### config.mk
export PLATFORM = sky130hd
export DESIGN_NAME = nearest_timestamp_frame_table_core
export DESIGN_NICKNAME = d
export VERILOG_FILES = /design/src/sv/nts_pkg.sv /design/src/sv/nts_cell.sv /design/src/sv/nts_scan.sv /design/src/sv/nearest_timestamp_frame_table_core.sv
export SDC_FILE = /design/constraint.sdc
export NUM_CORES = 2
export LEC_CHECK = 0
export BUFFER_PORTS_ARGS = -buffer_cell sky130_fd_sc_hd__buf_4
export CORE_MARGIN = 2
export CORE_UTILIZATION = 48
export CTS_BUF_LIST = sky130_fd_sc_hd__clkbuf_2
export DETAILED_ROUTE_END_ITERATION = 8
export GPL_TIMING_DRIVEN = 1
export SETUP_SLACK_MARGIN = 0.1
export SLEW_MARGIN = 20
export SYNTH_ARGS = -nofsm -noshare
export SYNTH_HDL_FRONTEND = slang
export SYNTH_HIERARCHICAL = 1
export SYNTH_SLANG_ARGS = --single-unit
### constraint.sdc
create_clock -name clk_i -period 8.5 [get_ports clk_i]
set_input_delay 0.85 -clock clk_i [delete_from_list [all_inputs] [get_ports clk_i]]
set_output_delay 0.85 -clock clk_i [all_outputs]
set_load 0.01 [all_outputs]
### src/sv/nts_pkg.sv
// ----------------------------------------------------------------------------
// nts_pkg
// Types and constants shared by the nearest timestamp frame table.
// ----------------------------------------------------------------------------
package nts_pkg;

  localparam int DEPTH   = 32;
  localparam int IDX_W   = $clog2(DEPTH);
  localparam int CNT_W   = $clog2(DEPTH + 1);
  localparam int STAMP_W = 52;
  localparam int CAP_W   = 6;
  localparam int SLOT_W  = 5;
  localparam int FILL_W  = 6;
  localparam int CMP_W   = (CNT_W > CAP_W) ? CNT_W : CAP_W;

  typedef enum logic [1:0] {
    KIND_INSERT = 2'd0,
    KIND_LOOKUP = 2'd1,
    KIND_CLEAR  = 2'd2
  } kind_e;

  typedef struct packed {
    logic [1:0]         kind;
    logic [STAMP_W-1:0] stamp;
  } in_item_t;

  typedef struct packed {
    logic [SLOT_W-1:0] slot;
    logic              found;
    logic              exact;
    logic              evicted;
    logic [FILL_W-1:0] fill;
  } out_item_t;

  // per-cell control
  typedef struct packed {
    logic shift;
    logic clr;
    logic wr;
  } cell_ctl_t;

  // scan unit control
  typedef struct packed {
    logic             start;
    logic             step;
    logic [IDX_W-1:0] idx;
  } scan_ctl_t;

  // what one pass over the ring found
  typedef struct packed {
    logic               ex_have;
    logic [IDX_W-1:0]   ex_idx;
    logic               free_have;
    logic [IDX_W-1:0]   free_idx;
    logic               min_have;
    logic [IDX_W-1:0]   min_idx;
    logic               lo_have;
    logic [IDX_W-1:0]   lo_idx;
    logic [STAMP_W-1:0] lo_stamp;
    logic               hi_have;
    logic [IDX_W-1:0]   hi_idx;
    logic [STAMP_W-1:0] hi_stamp;
  } scan_res_t;

endpackage

### src/sv/nts_cell.sv
// ----------------------------------------------------------------------------
// nts_cell
// One table entry: a timestamp and a valid bit, shifted around the ring.
// ----------------------------------------------------------------------------
module nts_cell (
  input  logic                        clk_i,
  input  logic                        rst_ni,
  input  nts_pkg::cell_ctl_t          ctl_i,
  input  logic [nts_pkg::STAMP_W-1:0] nxt_stamp_i,
  input  logic                        nxt_valid_i,
  input  logic [nts_pkg::STAMP_W-1:0] wr_stamp_i,
  output logic [nts_pkg::STAMP_W-1:0] stamp_o,
  output logic                        valid_o
);

  logic [nts_pkg::STAMP_W-1:0] stamp_q;
  logic                        valid_q;

  always_ff @(posedge clk_i or negedge rst_ni) begin
    if (!rst_ni) begin
      valid_q <= 1'b0;
    end else if (ctl_i.clr) begin
      valid_q <= 1'b0;
    end else if (ctl_i.wr) begin
      valid_q <= 1'b1;
    end else if (ctl_i.shift) begin
      valid_q <= nxt_valid_i;
    end
  end

  always_ff @(posedge clk_i) begin
    if (ctl_i.wr) begin
      stamp_q <= wr_stamp_i;
    end else if (ctl_i.shift) begin
      stamp_q <= nxt_stamp_i;
    end
  end

  assign stamp_o = stamp_q;
  assign valid_o = valid_q;

endmodule

### src/sv/nts_scan.sv
// ----------------------------------------------------------------------------
// nts_scan
// Watches the head cell of the ring and tracks exact match, first free slot,
// oldest entry and the nearest neighbors below and above the key.
// ----------------------------------------------------------------------------
module nts_scan (
  input  logic                        clk_i,
  input  logic                        rst_ni,
  input  nts_pkg::scan_ctl_t          ctl_i,
  input  logic [nts_pkg::STAMP_W-1:0] key_i,
  input  logic [nts_pkg::STAMP_W-1:0] head_stamp_i,
  input  logic                        head_valid_i,
  output nts_pkg::scan_res_t          res_o
);

  nts_pkg::scan_res_t          res_q, res_d;
  logic [nts_pkg::STAMP_W-1:0] min_stamp_q, min_stamp_d;

  always_comb begin
    res_d       = res_q;
    min_stamp_d = min_stamp_q;
    if (ctl_i.start) begin
      res_d.ex_have   = 1'b0;
      res_d.free_have = 1'b0;
      res_d.min_have  = 1'b0;
      res_d.lo_have   = 1'b0;
      res_d.hi_have   = 1'b0;
    end else if (ctl_i.step) begin
      if (head_valid_i) begin
        if (head_stamp_i == key_i && !res_q.ex_have) begin
          res_d.ex_have = 1'b1;
          res_d.ex_idx  = ctl_i.idx;
        end
        if (!res_q.min_have || head_stamp_i < min_stamp_q) begin
          res_d.min_have = 1'b1;
          res_d.min_idx  = ctl_i.idx;
          min_stamp_d    = head_stamp_i;
        end
        if (head_stamp_i < key_i) begin
          if (!res_q.lo_have || head_stamp_i > res_q.lo_stamp) begin
            res_d.lo_have  = 1'b1;
            res_d.lo_idx   = ctl_i.idx;
            res_d.lo_stamp = head_stamp_i;
          end
        end else if (head_stamp_i > key_i) begin
          if (!res_q.hi_have || head_stamp_i < res_q.hi_stamp) begin
            res_d.hi_have  = 1'b1;
            res_d.hi_idx   = ctl_i.idx;
            res_d.hi_stamp = head_stamp_i;
          end
        end
      end else if (!res_q.free_have) begin
        res_d.free_have = 1'b1;
        res_d.free_idx  = ctl_i.idx;
      end
    end
  end

  always_ff @(posedge clk_i or negedge rst_ni) begin
    if (!rst_ni) begin
      res_q       <= '0;
      min_stamp_q <= '0;
    end else begin
      res_q       <= res_d;
      min_stamp_q <= min_stamp_d;
    end
  end

  assign res_o = res_q;

endmodule

### src/sv/nearest_timestamp_frame_table_core.sv
// ----------------------------------------------------------------------------
// nearest_timestamp_frame_table_core
// Timestamp keyed frame slot table with oldest-first eviction and
// nearest-neighbor lookup, built as a rotating ring of entry cells.
// ----------------------------------------------------------------------------
//  channel | direction | handshake                 | payload
//  --------+-----------+---------------------------+--------------------------
//  in      | input     | in_valid_i / in_stall_o   | in_item_i  (kind, stamp)
//  out     | output    | out_valid_o / out_stall_i | out_item_o (slot..fill)
//  cfg     | input     | cfg_we_i                  | cfg_wdata_i (capacity)
//
// Insert and lookup are accepted in IDLE, then rotate the entries once past the
// head cell in SCAN, and decide and write back in FINISH. Clear and the unused
// kind go from IDLE straight to FINISH. One item is in flight at a time.
// Reset empties the table at once and sets capacity to 30.
// A stalled output holds the result; the next item may already be accepted
// and waits in its final cycle until the output register is free.
// ----------------------------------------------------------------------------
module nearest_timestamp_frame_table_core (
  input  logic                      clk_i,
  input  logic                      rst_ni,
  input  logic                      cfg_we_i,
  input  logic [nts_pkg::CAP_W-1:0] cfg_wdata_i,
  input  logic                      in_valid_i,
  output logic                      in_stall_o,
  input  nts_pkg::in_item_t         in_item_i,
  output logic                      out_valid_o,
  input  logic                      out_stall_i,
  output nts_pkg::out_item_t        out_item_o
);

  typedef enum logic [1:0] {
    ST_IDLE,
    ST_SCAN,
    ST_FINISH
  } state_e;

  state_e                       state_q;
  logic [nts_pkg::STAMP_W-1:0]  key_q;
  logic [1:0]                   kind_q;
  logic [nts_pkg::IDX_W-1:0]    idx_q;
  logic [nts_pkg::CNT_W-1:0]    count_q, count_d;
  logic [nts_pkg::CAP_W-1:0]    cap_q;
  nts_pkg::out_item_t           out_q, out_d;
  logic                         out_valid_q;

  logic                         accept;
  logic                         finish;
  logic                         out_free;

  logic [nts_pkg::STAMP_W-1:0]  cell_stamp [nts_pkg::DEPTH];
  logic                         cell_valid [nts_pkg::DEPTH];
  logic                         wr_en;
  logic [nts_pkg::IDX_W-1:0]    wr_idx;
  logic                         clr_all;

  nts_pkg::scan_ctl_t           scan_ctl;
  nts_pkg::scan_res_t           scan_res;

  logic [nts_pkg::CMP_W-1:0]    cap_ext;
  logic [nts_pkg::CMP_W-1:0]    eff_cap;
  logic                         full;
  logic [nts_pkg::STAMP_W-1:0]  dist_lo, dist_hi;
  logic [nts_pkg::IDX_W-1:0]    pick;

  assign accept   = (state_q == ST_IDLE) && in_valid_i;
  assign out_free = !out_valid_q || !out_stall_i;
  assign finish   = (state_q == ST_FINISH) && out_free;

  // ring of cells, cell 0 is the head seen by the scan unit
  for (genvar i = 0; i < nts_pkg::DEPTH; i++) begin : g_cell
    nts_pkg::cell_ctl_t ctl;
    always_comb begin
      ctl.shift = (state_q == ST_SCAN);
      ctl.clr   = clr_all;
      ctl.wr    = wr_en && (wr_idx == nts_pkg::IDX_W'(i));
    end
    nts_cell u_cell (
      .clk_i       (clk_i),
      .rst_ni      (rst_ni),
      .ctl_i       (ctl),
      .nxt_stamp_i (cell_stamp[(i + 1) % nts_pkg::DEPTH]),
      .nxt_valid_i (cell_valid[(i + 1) % nts_pkg::DEPTH]),
      .wr_stamp_i  (key_q),
      .stamp_o     (cell_stamp[i]),
      .valid_o     (cell_valid[i])
    );
  end

  assign scan_ctl.start = accept;
  assign scan_ctl.step  = (state_q == ST_SCAN);
  assign scan_ctl.idx   = idx_q;

  nts_scan u_scan (
    .clk_i        (clk_i),
    .rst_ni       (rst_ni),
    .ctl_i        (scan_ctl),
    .key_i        (key_q),
    .head_stamp_i (cell_stamp[0]),
    .head_valid_i (cell_valid[0]),
    .res_o        (scan_res)
  );

  // capacity of zero acts as one, above DEPTH it saturates
  always_comb begin
    cap_ext = nts_pkg::CMP_W'(cap_q);
    if (cap_ext == '0) begin
      eff_cap = nts_pkg::CMP_W'(1);
    end else if (cap_ext > nts_pkg::CMP_W'(nts_pkg::DEPTH)) begin
      eff_cap = nts_pkg::CMP_W'(nts_pkg::DEPTH);
    end else begin
      eff_cap = cap_ext;
    end
    full = nts_pkg::CMP_W'(count_q) >= eff_cap;
  end

  assign dist_lo = key_q - scan_res.lo_stamp;
  assign dist_hi = scan_res.hi_stamp - key_q;

  // final decision, applied in the last cycle of an item
  always_comb begin
    out_d   = '0;
    count_d = count_q;
    wr_en   = 1'b0;
    wr_idx  = '0;
    clr_all = 1'b0;
    pick    = '0;
    case (kind_q)
      nts_pkg::KIND_INSERT: begin
        if (scan_res.ex_have) begin
          pick        = scan_res.ex_idx;
          out_d.found = 1'b1;
          out_d.exact = 1'b1;
        end else if (full && scan_res.min_have) begin
          pick          = scan_res.min_idx;
          wr_en         = finish;
          out_d.found   = 1'b1;
          out_d.evicted = 1'b1;
        end else if (scan_res.free_have) begin
          pick        = scan_res.free_idx;
          wr_en       = finish;
          out_d.found = 1'b1;
          count_d     = count_q + nts_pkg::CNT_W'(1);
        end
      end
      nts_pkg::KIND_LOOKUP: begin
        if (scan_res.ex_have) begin
          pick        = scan_res.ex_idx;
          out_d.found = 1'b1;
          out_d.exact = 1'b1;
        end else if (scan_res.lo_have && !scan_res.hi_have) begin
          pick        = scan_res.lo_idx;
          out_d.found = 1'b1;
        end else if (scan_res.hi_have && !scan_res.lo_have) begin
          pick        = scan_res.hi_idx;
          out_d.found = 1'b1;
        end else if (scan_res.lo_have) begin
          // lower neighbor wins only when strictly closer
          pick        = (dist_lo < dist_hi) ? scan_res.lo_idx : scan_res.hi_idx;
          out_d.found = 1'b1;
        end
      end
      nts_pkg::KIND_CLEAR: begin
        clr_all = finish;
        count_d = '0;
      end
      default: begin
      end
    endcase
    wr_idx     = pick;
    out_d.slot = nts_pkg::SLOT_W'(pick);
    out_d.fill = nts_pkg::FILL_W'(count_d);
  end

  always_ff @(posedge clk_i or negedge rst_ni) begin
    if (!rst_ni) begin
      state_q     <= ST_IDLE;
      idx_q       <= '0;
      count_q     <= '0;
      cap_q       <= nts_pkg::CAP_W'(30);
      out_valid_q <= 1'b0;
      out_q       <= '0;
      key_q       <= '0;
      kind_q      <= '0;
    end else begin
      if (cfg_we_i) begin
        cap_q <= cfg_wdata_i;
      end
      if (out_valid_q && !out_stall_i && !finish) begin
        out_valid_q <= 1'b0;
      end
      case (state_q)
        ST_IDLE: begin
          if (accept) begin
            key_q  <= in_item_i.stamp;
            kind_q <= in_item_i.kind;
            idx_q  <= '0;
            if (in_item_i.kind == nts_pkg::KIND_INSERT ||
                in_item_i.kind == nts_pkg::KIND_LOOKUP) begin
              state_q <= ST_SCAN;
            end else begin
              state_q <= ST_FINISH;
            end
          end
        end
        ST_SCAN: begin
          idx_q <= idx_q + nts_pkg::IDX_W'(1);
          if (idx_q == nts_pkg::IDX_W'(nts_pkg::DEPTH - 1)) begin
            state_q <= ST_FINISH;
          end
        end
        ST_FINISH: begin
          if (out_free) begin
            out_q       <= out_d;
            out_valid_q <= 1'b1;
            count_q     <= count_d;
            state_q     <= ST_IDLE;
          end
        end
        default: begin
          state_q <= ST_IDLE;
        end
      endcase
    end
  end

  assign in_stall_o  = (state_q != ST_IDLE);
  assign out_valid_o = out_valid_q;
  assign out_item_o  = out_q;

endmodule

* Word level (Yosys, flattened, before mapping)
Cells that the tools add are included.
Widths: inputs -> output; s select.
** Storage, ports and cells
- Register bits after elaboration :: 1964
- Bits in latches :: 0
- Bits in writable memories :: 0
- Bits in read-only memories :: 0
- Bits of input ports :: 65
- Output and inout bits :: 16
- Word-level logic and storage cells :: 516
- Memories kept :: 0
** Operators by class
- Add/subtract/negate cells :: 4
- Multipliers :: 0
- Divide/modulo/power cells :: 0
- Order comparisons :: 8
- Eq/ne operators :: 46
- Shifts and indexed selects :: 0
- Multiplexer cells :: 219
- Bitwise operators :: 4
- Reduce and logical (&&, ||, !) cells :: 147
** Operator list (count)
- $mux 52 :: 64
- $mux 58 :: 5
- $lt 52x52->1 :: 4
- $mux 134 :: 1
- $mux 122 :: 1
- $mux 1 :: 120
- $gt 52x52->1 :: 2
- $sub 52x52->52 :: 2
- $reduce_bool 3->1 :: 32
- $reduce_bool 2->1 :: 43
- $eq 5x5->1 const B :: 17
- $mux 6 :: 9
- $eq 52x52->1 :: 1
- $mux 5 :: 10
- $eq 5x4->1 const B :: 8
- $logic_and 1x1->1 :: 40
- $eq 5x3->1 const B :: 4
- $pmux 5 s2 :: 2
- $reduce_and 4->1 :: 4
- $ne 2x2->1 const B :: 6
- $pmux 6 s2 :: 1
- $reduce_and 6->1 :: 2
- $eq 5x2->1 const B :: 2
- $reduce_and 5->1 :: 2
- 19 further kinds :: 46

* Logic depth before layout (Yosys ltp)
- Depth in word-level cells :: 12
- Gate-level depth with buffers :: 32
- Mapped depth without buffers :: 29

* Cells and area by module
Netlist, hierarchy kept.
** Modules (own cells, without submodules)
- nts_cell :: instances 32, cells each 115, area each 2488.6 um^2, sequential area each 1586.5 um^2
- nts_scan :: instances 1, cells each 1126, area each 12384.4 um^2, sequential area each 4654.5 um^2
- nearest_timestamp_frame_table_core :: instances 1, cells each 1387, area each 10739.0 um^2, sequential area each 2057.0 um^2

* Worst setup path after synthesis
No wires, ideal clock.
- Path type :: reg-to-reg
- From :: reg key_q[1] (netlist name)
- To :: reg g_cell[16].u_cell.stamp_q, in the netlist g_cell[16].u_cell/stamp_o[0], enable pin
- Library setup time :: 0.387 ns
- Arrival :: 6.891 ns
- Data required time :: 8.113 ns
- Path slack :: 1.222 ns
- Cell stages (with the launch flop) :: 29
- Buffers on the path :: 3
- Period minus slack after synthesis :: 7.278 ns
- Path through :: dfrtp_1 -> inv_1 -> fa_1 -> a211oi_1 -> nor2_1 -> o21bai_2 -> a31oi_1 -> a311oi_2 -> o31ai_1 -> a221oi_2 -> o221ai_1 -> o21ai_1 -> nand2b_1 -> xnor2_1 -> ha_1 -> nand4_1 -> or2_2 -> nor3_1 -> nor3_1 -> nor3b_2 -> a211o_2 -> a311oi_2 -> o21ai_2 -> or2_1 -> buf_6 -> nor4b_4 -> buf_6 -> buf_12 -> or2_2
** RTL lines
- from (decl) :: RTL line nearest_timestamp_frame_table_core.sv:39 : logic [nts_pkg::STAMP_W-1:0] key_q;
- from (signal assigned) :: RTL line nearest_timestamp_frame_table_core.sv:195 : key_q <= in_item_i.stamp;
- to (signal assigned) :: RTL line nts_cell.sv:33 : stamp_q <= wr_stamp_i;
- to (signal assigned) :: RTL line nts_cell.sv:35 : stamp_q <= nxt_stamp_i;
- to (decl) :: RTL line nts_cell.sv:16 : logic [nts_pkg::STAMP_W-1:0] stamp_q;

==> results.py <==
metrics = {
    "status": {
        "run_status": "complete, no violations",
    },
    "sta": {
        "relSlewSlack_pct": 14.2,
        "layout_setup_ws_ps": 490,
        "finalMaxSlewViolations": 0,
        "number_of_setup_violations_in_the_final_report": 0,
        "slew_at_the_pin_closest_to_its_max_slew_limit_ps": 1290,
        "finalHoldViolCount": 0,
        "maxClockFrequency_ghz": 0.125,
        "finClkSkew_ps": 209,
        "min_period_ps": 8010,
        "setup_total_negative_slack_ps": 0,
        "rsz0062_at_grt": "false",
        "final.period_utilization_pct": 94.2,
    },
    "clocking": {
        "clockBufferDepth": 4,
        "cts.htree.levels": 6,
        "tritoncts": "built",
        "clock_tree.root_cell": "sky130_fd_sc_hd__clkbuf_2",
        "cts-buffers-inserted": 542,
        "clock-sinks": 1964,
        "clk-insertion-delay-late_ps": 1920,
        "cts.reportedPaths.clkPinSlew_ps": 90,
    },
    "power_and_ir_drop": {
        "switching_power_w": 0.0186,
        "share_comb_of_total_power_pct": 45.7,
        "max-vdd-ir-drop_v": 0.000257,
        "power_density_nw_per_um2": 433,
        "share_seq_of_total_power_pct": 40.7,
        "power.leakage_nw": 45.6,
        "power.clock.fraction_pct": 13.6,
        "p_sw_share_pct": 38.2,
        "report.power.total_w": 0.0487,
        "power_report.internal_total_w": 0.0301,
    },
    "critical_path": {
        "timing.critical_path.buf_inv": 2,
        "endpoint": "g_cell[7].u_cell/stamp_o[25]$_DFFE_PP_",
        "worstSetupPathType": "flip-flop to flip-flop",
        "setup_crit_start": "key_q[3]$_DFFE_PN0P_",
        "critPathMaxFanout": 48,
        "number_of_cells_on_the_critical_path": 25,
        "cp_slowest_stage_delay_ps": 680,
        "slowest_cell_on_the_critical_path": "sky130_fd_sc_hd__or3b_2",
        "cell_count_of_the_worst_reg_to_reg_path": 25,
        "endpoint_kind": "flip-flop",
        "data_required_time_of_the_worst_path_ps": 10050,
        "timing.reg2reg.setup_slack_ps": 490,
        "worst_r2r_startpoint": "key_q[3]$_DFFE_PN0P_",
        "crit-reg2reg-capture": "g_cell[7].u_cell/stamp_o[25]$_DFFE_PP_",
        "worstSetupStartpointType": "flip-flop",
        "cp_data_arrival_time_ps": 9560,
        "critical_path.top_delay_family": "compound AO/OA/AOI/OAI gates",
    },
    "final_layout": {
        "layout.cells.non_filler": 10195,
        "n_fill_cell": 17482,
        "final-seq-area_um2": 57500,
        "nets": 7459,
        "area.growth.synth_to_final_pct": 9.59,
        "multi_input_area_um2": 40300,
        "final_cell_utilization_of_the_core_pct": 53.0,
        "post_route_cells_drive_above_1_share_pct": 44.0,
    },
    "synth": {
        "synth.lib_cells_used.distinct": 93,
        "synthCells": 6193,
        "synth_area_per_cell_um2": 16.6,
        "netlist.area_leader.share_pct": 48.6,
        "postSynthNetCount": 6628,
        "ys_warn_count": 6,
        "synth_largest_area_cell": "sky130_fd_sc_hd__edfxtp_1",
        "post_synth_main_area_contributors": "sky130_fd_sc_hd__edfxtp_1, sky130_fd_sc_hd__mux2_4, sky130_fd_sc_hd__dfrtp_1",
        "post_synthesis_cell_area_um2": 103000,
        "ys_ff_latch": 1964,
        "synth_enable_flop_cells": 1664,
        "async_flop_share_pct": 15.3,
        "seq_area_frac_synth_pct": 55.9,
        "dominantRegCellSynth": "sky130_fd_sc_hd__edfxtp_1",
    },
    "placed_design": {
        "preCtsSetupSlack_ps": 443,
        "place_inst": 9157,
        "hpwl_um": 170000,
        "gp_congestion": 0.917,
        "port-buffer-count": 80,
    },
    "routing": {
        "detail_route.drc_violations": 0,
        "drt_first_iter_violations": 4907,
        "routed_len_inst_um": 25.6,
        "routed_wirelength_um": 261000,
        "vias": 56479,
        "postRouteAntennaNets": 0,
        "drtPass1Iterations": 6,
        "drt-vias-per-instance": 5.54,
    },
    "die": {
        "row_count": 169,
        "die_height_um": 467,
        "initial_utilization_pct": 48.4,
        "x_dimension_of_the_die_um": 467,
        "io_pins": 81,
        "core_region_area_um2": 213000,
        "fp.dieArea_um2": 218000,
    },
    "global_routing": {
        "grt_antenna_before_repair": 28,
        "overflow": 0,
        "global_route_wire_length_before_repair_um": 383000,
        "first_global_vias": 58143,
        "globalRouteMet3Util_pct": 6.88,
        "grtUsageMet1_pct": 32.0,
        "gr_busiest_metal": "met2",
        "grt_use_met2_pct": 36.8,
        "maximum_number_of_pins_on_one_net_before_global_route_repair": 134,
        "grt.total_usage_pct": 23.7,
    },
    "job": {
        "drv_cap": 0,
    },
    "hold_path": {
        "timing.hold.worst.class": "primary input to async pin",
    },
}
-- worst reg2reg max path: cells and delay by family (launching register included) --
kind	cells	cell delay [ps]
AO/OA/AOI/OAI	13	3050
XOR/XNOR	1	180
adder cells (fa/ha/maj)	2	730
buffers and inverters	2	590
flip-flops	1	440
multiplexers	2	710
AND/OR/NAND/NOR	5	1940
-- worst min path at each step --
stage / from / endpoint / slack [ps] / cells after the start
after floorplan: state_q[1]$_DFFE_PN0P_ / state_q[1]$_DFFE_PN0P_ / 450 / 1
after global placement: state_q[1]$_DFFE_PN0P_ / state_q[1]$_DFFE_PN0P_ / 470 / 1
after detailed placement: state_q[1]$_DFFE_PN0P_ / state_q[1]$_DFFE_PN0P_ / 480 / 1
after CTS: rst_ni / u_scan/res_o[89]$_DFFE_PN0P_ / 10 / 4
after global routing: rst_ni / key_q[38]$_DFFE_PN0P_ / 80 / 4
final: rst_ni / key_q[32]$_DFFE_PN0P_ / 210 / 4
-- cells by family (layout without fill, tap and decap cells) --
family / after synthesis / in the layout / share of synthesized area [%]
AOI/OAI and AO/OA: 656 / 656 / 4.08
xor gates and xnor gates: 102 / 102 / 0.869
adders and majority gates: 370 / 370 / 4.52
buffers and inverters: 623 / 1786 / 5.13
DFF: 1964 / 1964 / 55.9
muxes: 1893 / 1893 / 26.5
other: 0 / 18 / 0
and+or+nand+nor: 585 / 585 / 2.92
-- power groups by stage --
stage	Clock, W	Sequential (W)	Combinational [W]
2_1_floorplan	0	0.0194	0.0144
3_3_place_gp	0	0.0200	0.0214
6_report	0.00662	0.0198	0.0223
5_1_grt	0.00736	0.0203	0.0240
4_1_cts	0.00687	0.0199	0.0220
3_5_place_dp	0	0.0200	0.0218
-- what timing repair did --
action | in CTS | in global routing
gates resized for setup | 0 | 7
setup endpoints to repair | 0 | 2485
buffers inserted | 0 | 1
hold buffers | 143 | 0
hold endpoints to repair | 419 | 0
-- layout make-up --
| type | count | share of cell area, % |
|---|---|---|
| Antenna cell | 18 | 0.0400 |
| Clock buffer | 799 | 3.55 |
| Clock inverter | 77 | 0.436 |
| Inverter | 382 | 1.27 |
| Multi-Input combinational cell | 3606 | 35.8 |
| Sequential cell | 1964 | 51.1 |
| Tap cell | 2821 | 3.13 |
| Timing Repair Buffer | 528 | 4.69 |
-- synth_stat cells (6+ instances only) --
| cell | instances |
|---|---|
| sky130_fd_sc_hd__a211o_1 | 7 |
| sky130_fd_sc_hd__a211oi_1 | 20 |
| sky130_fd_sc_hd__a21o_1 | 122 |
| sky130_fd_sc_hd__a21oi_1 | 208 |
| sky130_fd_sc_hd__a221o_1 | 7 |
| sky130_fd_sc_hd__a221oi_1 | 8 |
| sky130_fd_sc_hd__a31oi_1 | 11 |
| sky130_fd_sc_hd__and2_1 | 9 |
| sky130_fd_sc_hd__and3_1 | 13 |
| sky130_fd_sc_hd__and4_1 | 13 |
| sky130_fd_sc_hd__buf_12 | 160 |
| sky130_fd_sc_hd__buf_2 | 11 |
| sky130_fd_sc_hd__buf_6 | 42 |
| sky130_fd_sc_hd__clkbuf_1 | 28 |
| sky130_fd_sc_hd__dfrtp_1 | 296 |
| sky130_fd_sc_hd__edfxtp_1 | 1664 |
| sky130_fd_sc_hd__ha_1 | 368 |
| sky130_fd_sc_hd__inv_1 | 382 |
| sky130_fd_sc_hd__mux2_2 | 262 |
| sky130_fd_sc_hd__mux2_4 | 1596 |
| sky130_fd_sc_hd__mux2i_1 | 34 |
| sky130_fd_sc_hd__nand2_1 | 176 |
| sky130_fd_sc_hd__nand2b_1 | 23 |
| sky130_fd_sc_hd__nand3_1 | 49 |
| sky130_fd_sc_hd__nand4_1 | 63 |
| sky130_fd_sc_hd__nor2_1 | 110 |
| sky130_fd_sc_hd__nor2b_1 | 24 |
| sky130_fd_sc_hd__nor3_1 | 23 |
| sky130_fd_sc_hd__nor3_2 | 6 |
| sky130_fd_sc_hd__nor4_1 | 6 |
| sky130_fd_sc_hd__o211ai_1 | 7 |
| sky130_fd_sc_hd__o21a_1 | 15 |
| sky130_fd_sc_hd__o21ai_0 | 145 |
| sky130_fd_sc_hd__o21ai_1 | 9 |
| sky130_fd_sc_hd__o21bai_1 | 15 |
| sky130_fd_sc_hd__o31ai_1 | 8 |
| sky130_fd_sc_hd__or2_2 | 36 |
| sky130_fd_sc_hd__or3_1 | 7 |
| sky130_fd_sc_hd__xnor2_1 | 55 |
| sky130_fd_sc_hd__xor2_1 | 47 |
-- state kept, by name (all words and copies together), names as in the netlist --
| name | count |
|---|---|
| u_scan/res_o | 134 |
| kind_q | 2 |
| state_q | 2 |
| g_cell.u_cell/stamp_o | 1664 |
| g_cell.u_cell/valid_o | 32 |
| u_scan/min_stamp_q | 52 |
| out_item_o | 14 |
| cap_ext | 6 |
| key_q | 52 |
| idx_q | 5 |
| out_valid_o | 1 |
-- per-stage QoR --
stage / hold slack (ps) / area, um2
finish: 206 / 113000
CTS: 10.2 / 113000
detailed placement: 484 / 107000
global placement: 467 / 107000
global route: 80.7 / 113000
floorplan: 452 / 103000
-- metal layers --
| layer | vias to the layer above | part of all wire, % |
|---|---|---|
| li1 | 25326 | - |
| met4 | 13 | 2.4 |
| met5 | - | 0.26 |
| met2 | 1950 | 46 |
| met1 | 28737 | 44 |
| met3 | 453 | 8.0 |
-- layout by cell type, fill, tap and decap left out, types with 22 or more instances in the layout --
cell type / netlist / final
sky130_fd_sc_hd__nand2b_1: 23 / 23
sky130_fd_sc_hd__nor2_4: 0 / 26
sky130_fd_sc_hd__o21ai_0: 145 / 144
sky130_fd_sc_hd__dlygate4sd3_1: 0 / 142
sky130_fd_sc_hd__dfrtp_1: 296 / 244
sky130_fd_sc_hd__a21oi_1: 208 / 207
sky130_fd_sc_hd__nor2_1: 110 / 87
sky130_fd_sc_hd__ha_1: 368 / 368
sky130_fd_sc_hd__nand2_1: 176 / 176
sky130_fd_sc_hd__edfxtp_1: 1664 / 1664
sky130_fd_sc_hd__dfrtp_2: 0 / 52
sky130_fd_sc_hd__mux2_4: 1596 / 1596
sky130_fd_sc_hd__or2_2: 36 / 35
sky130_fd_sc_hd__buf_4: 0 / 308
sky130_fd_sc_hd__nand4_1: 63 / 63
sky130_fd_sc_hd__buf_12: 160 / 74
sky130_fd_sc_hd__xor2_1: 47 / 47
sky130_fd_sc_hd__nor2b_1: 24 / 24
sky130_fd_sc_hd__inv_1: 382 / 381
sky130_fd_sc_hd__mux2_2: 262 / 262
sky130_fd_sc_hd__nor3_1: 23 / 22
sky130_fd_sc_hd__a21o_1: 122 / 121
sky130_fd_sc_hd__clkinv_1: 0 / 48
sky130_fd_sc_hd__clkbuf_2: 0 / 799
sky130_fd_sc_hd__mux2i_1: 34 / 34
sky130_fd_sc_hd__nand3_1: 49 / 49
sky130_fd_sc_hd__xnor2_1: 55 / 55
No activity file was read; power rests on OpenSTA's default activity.
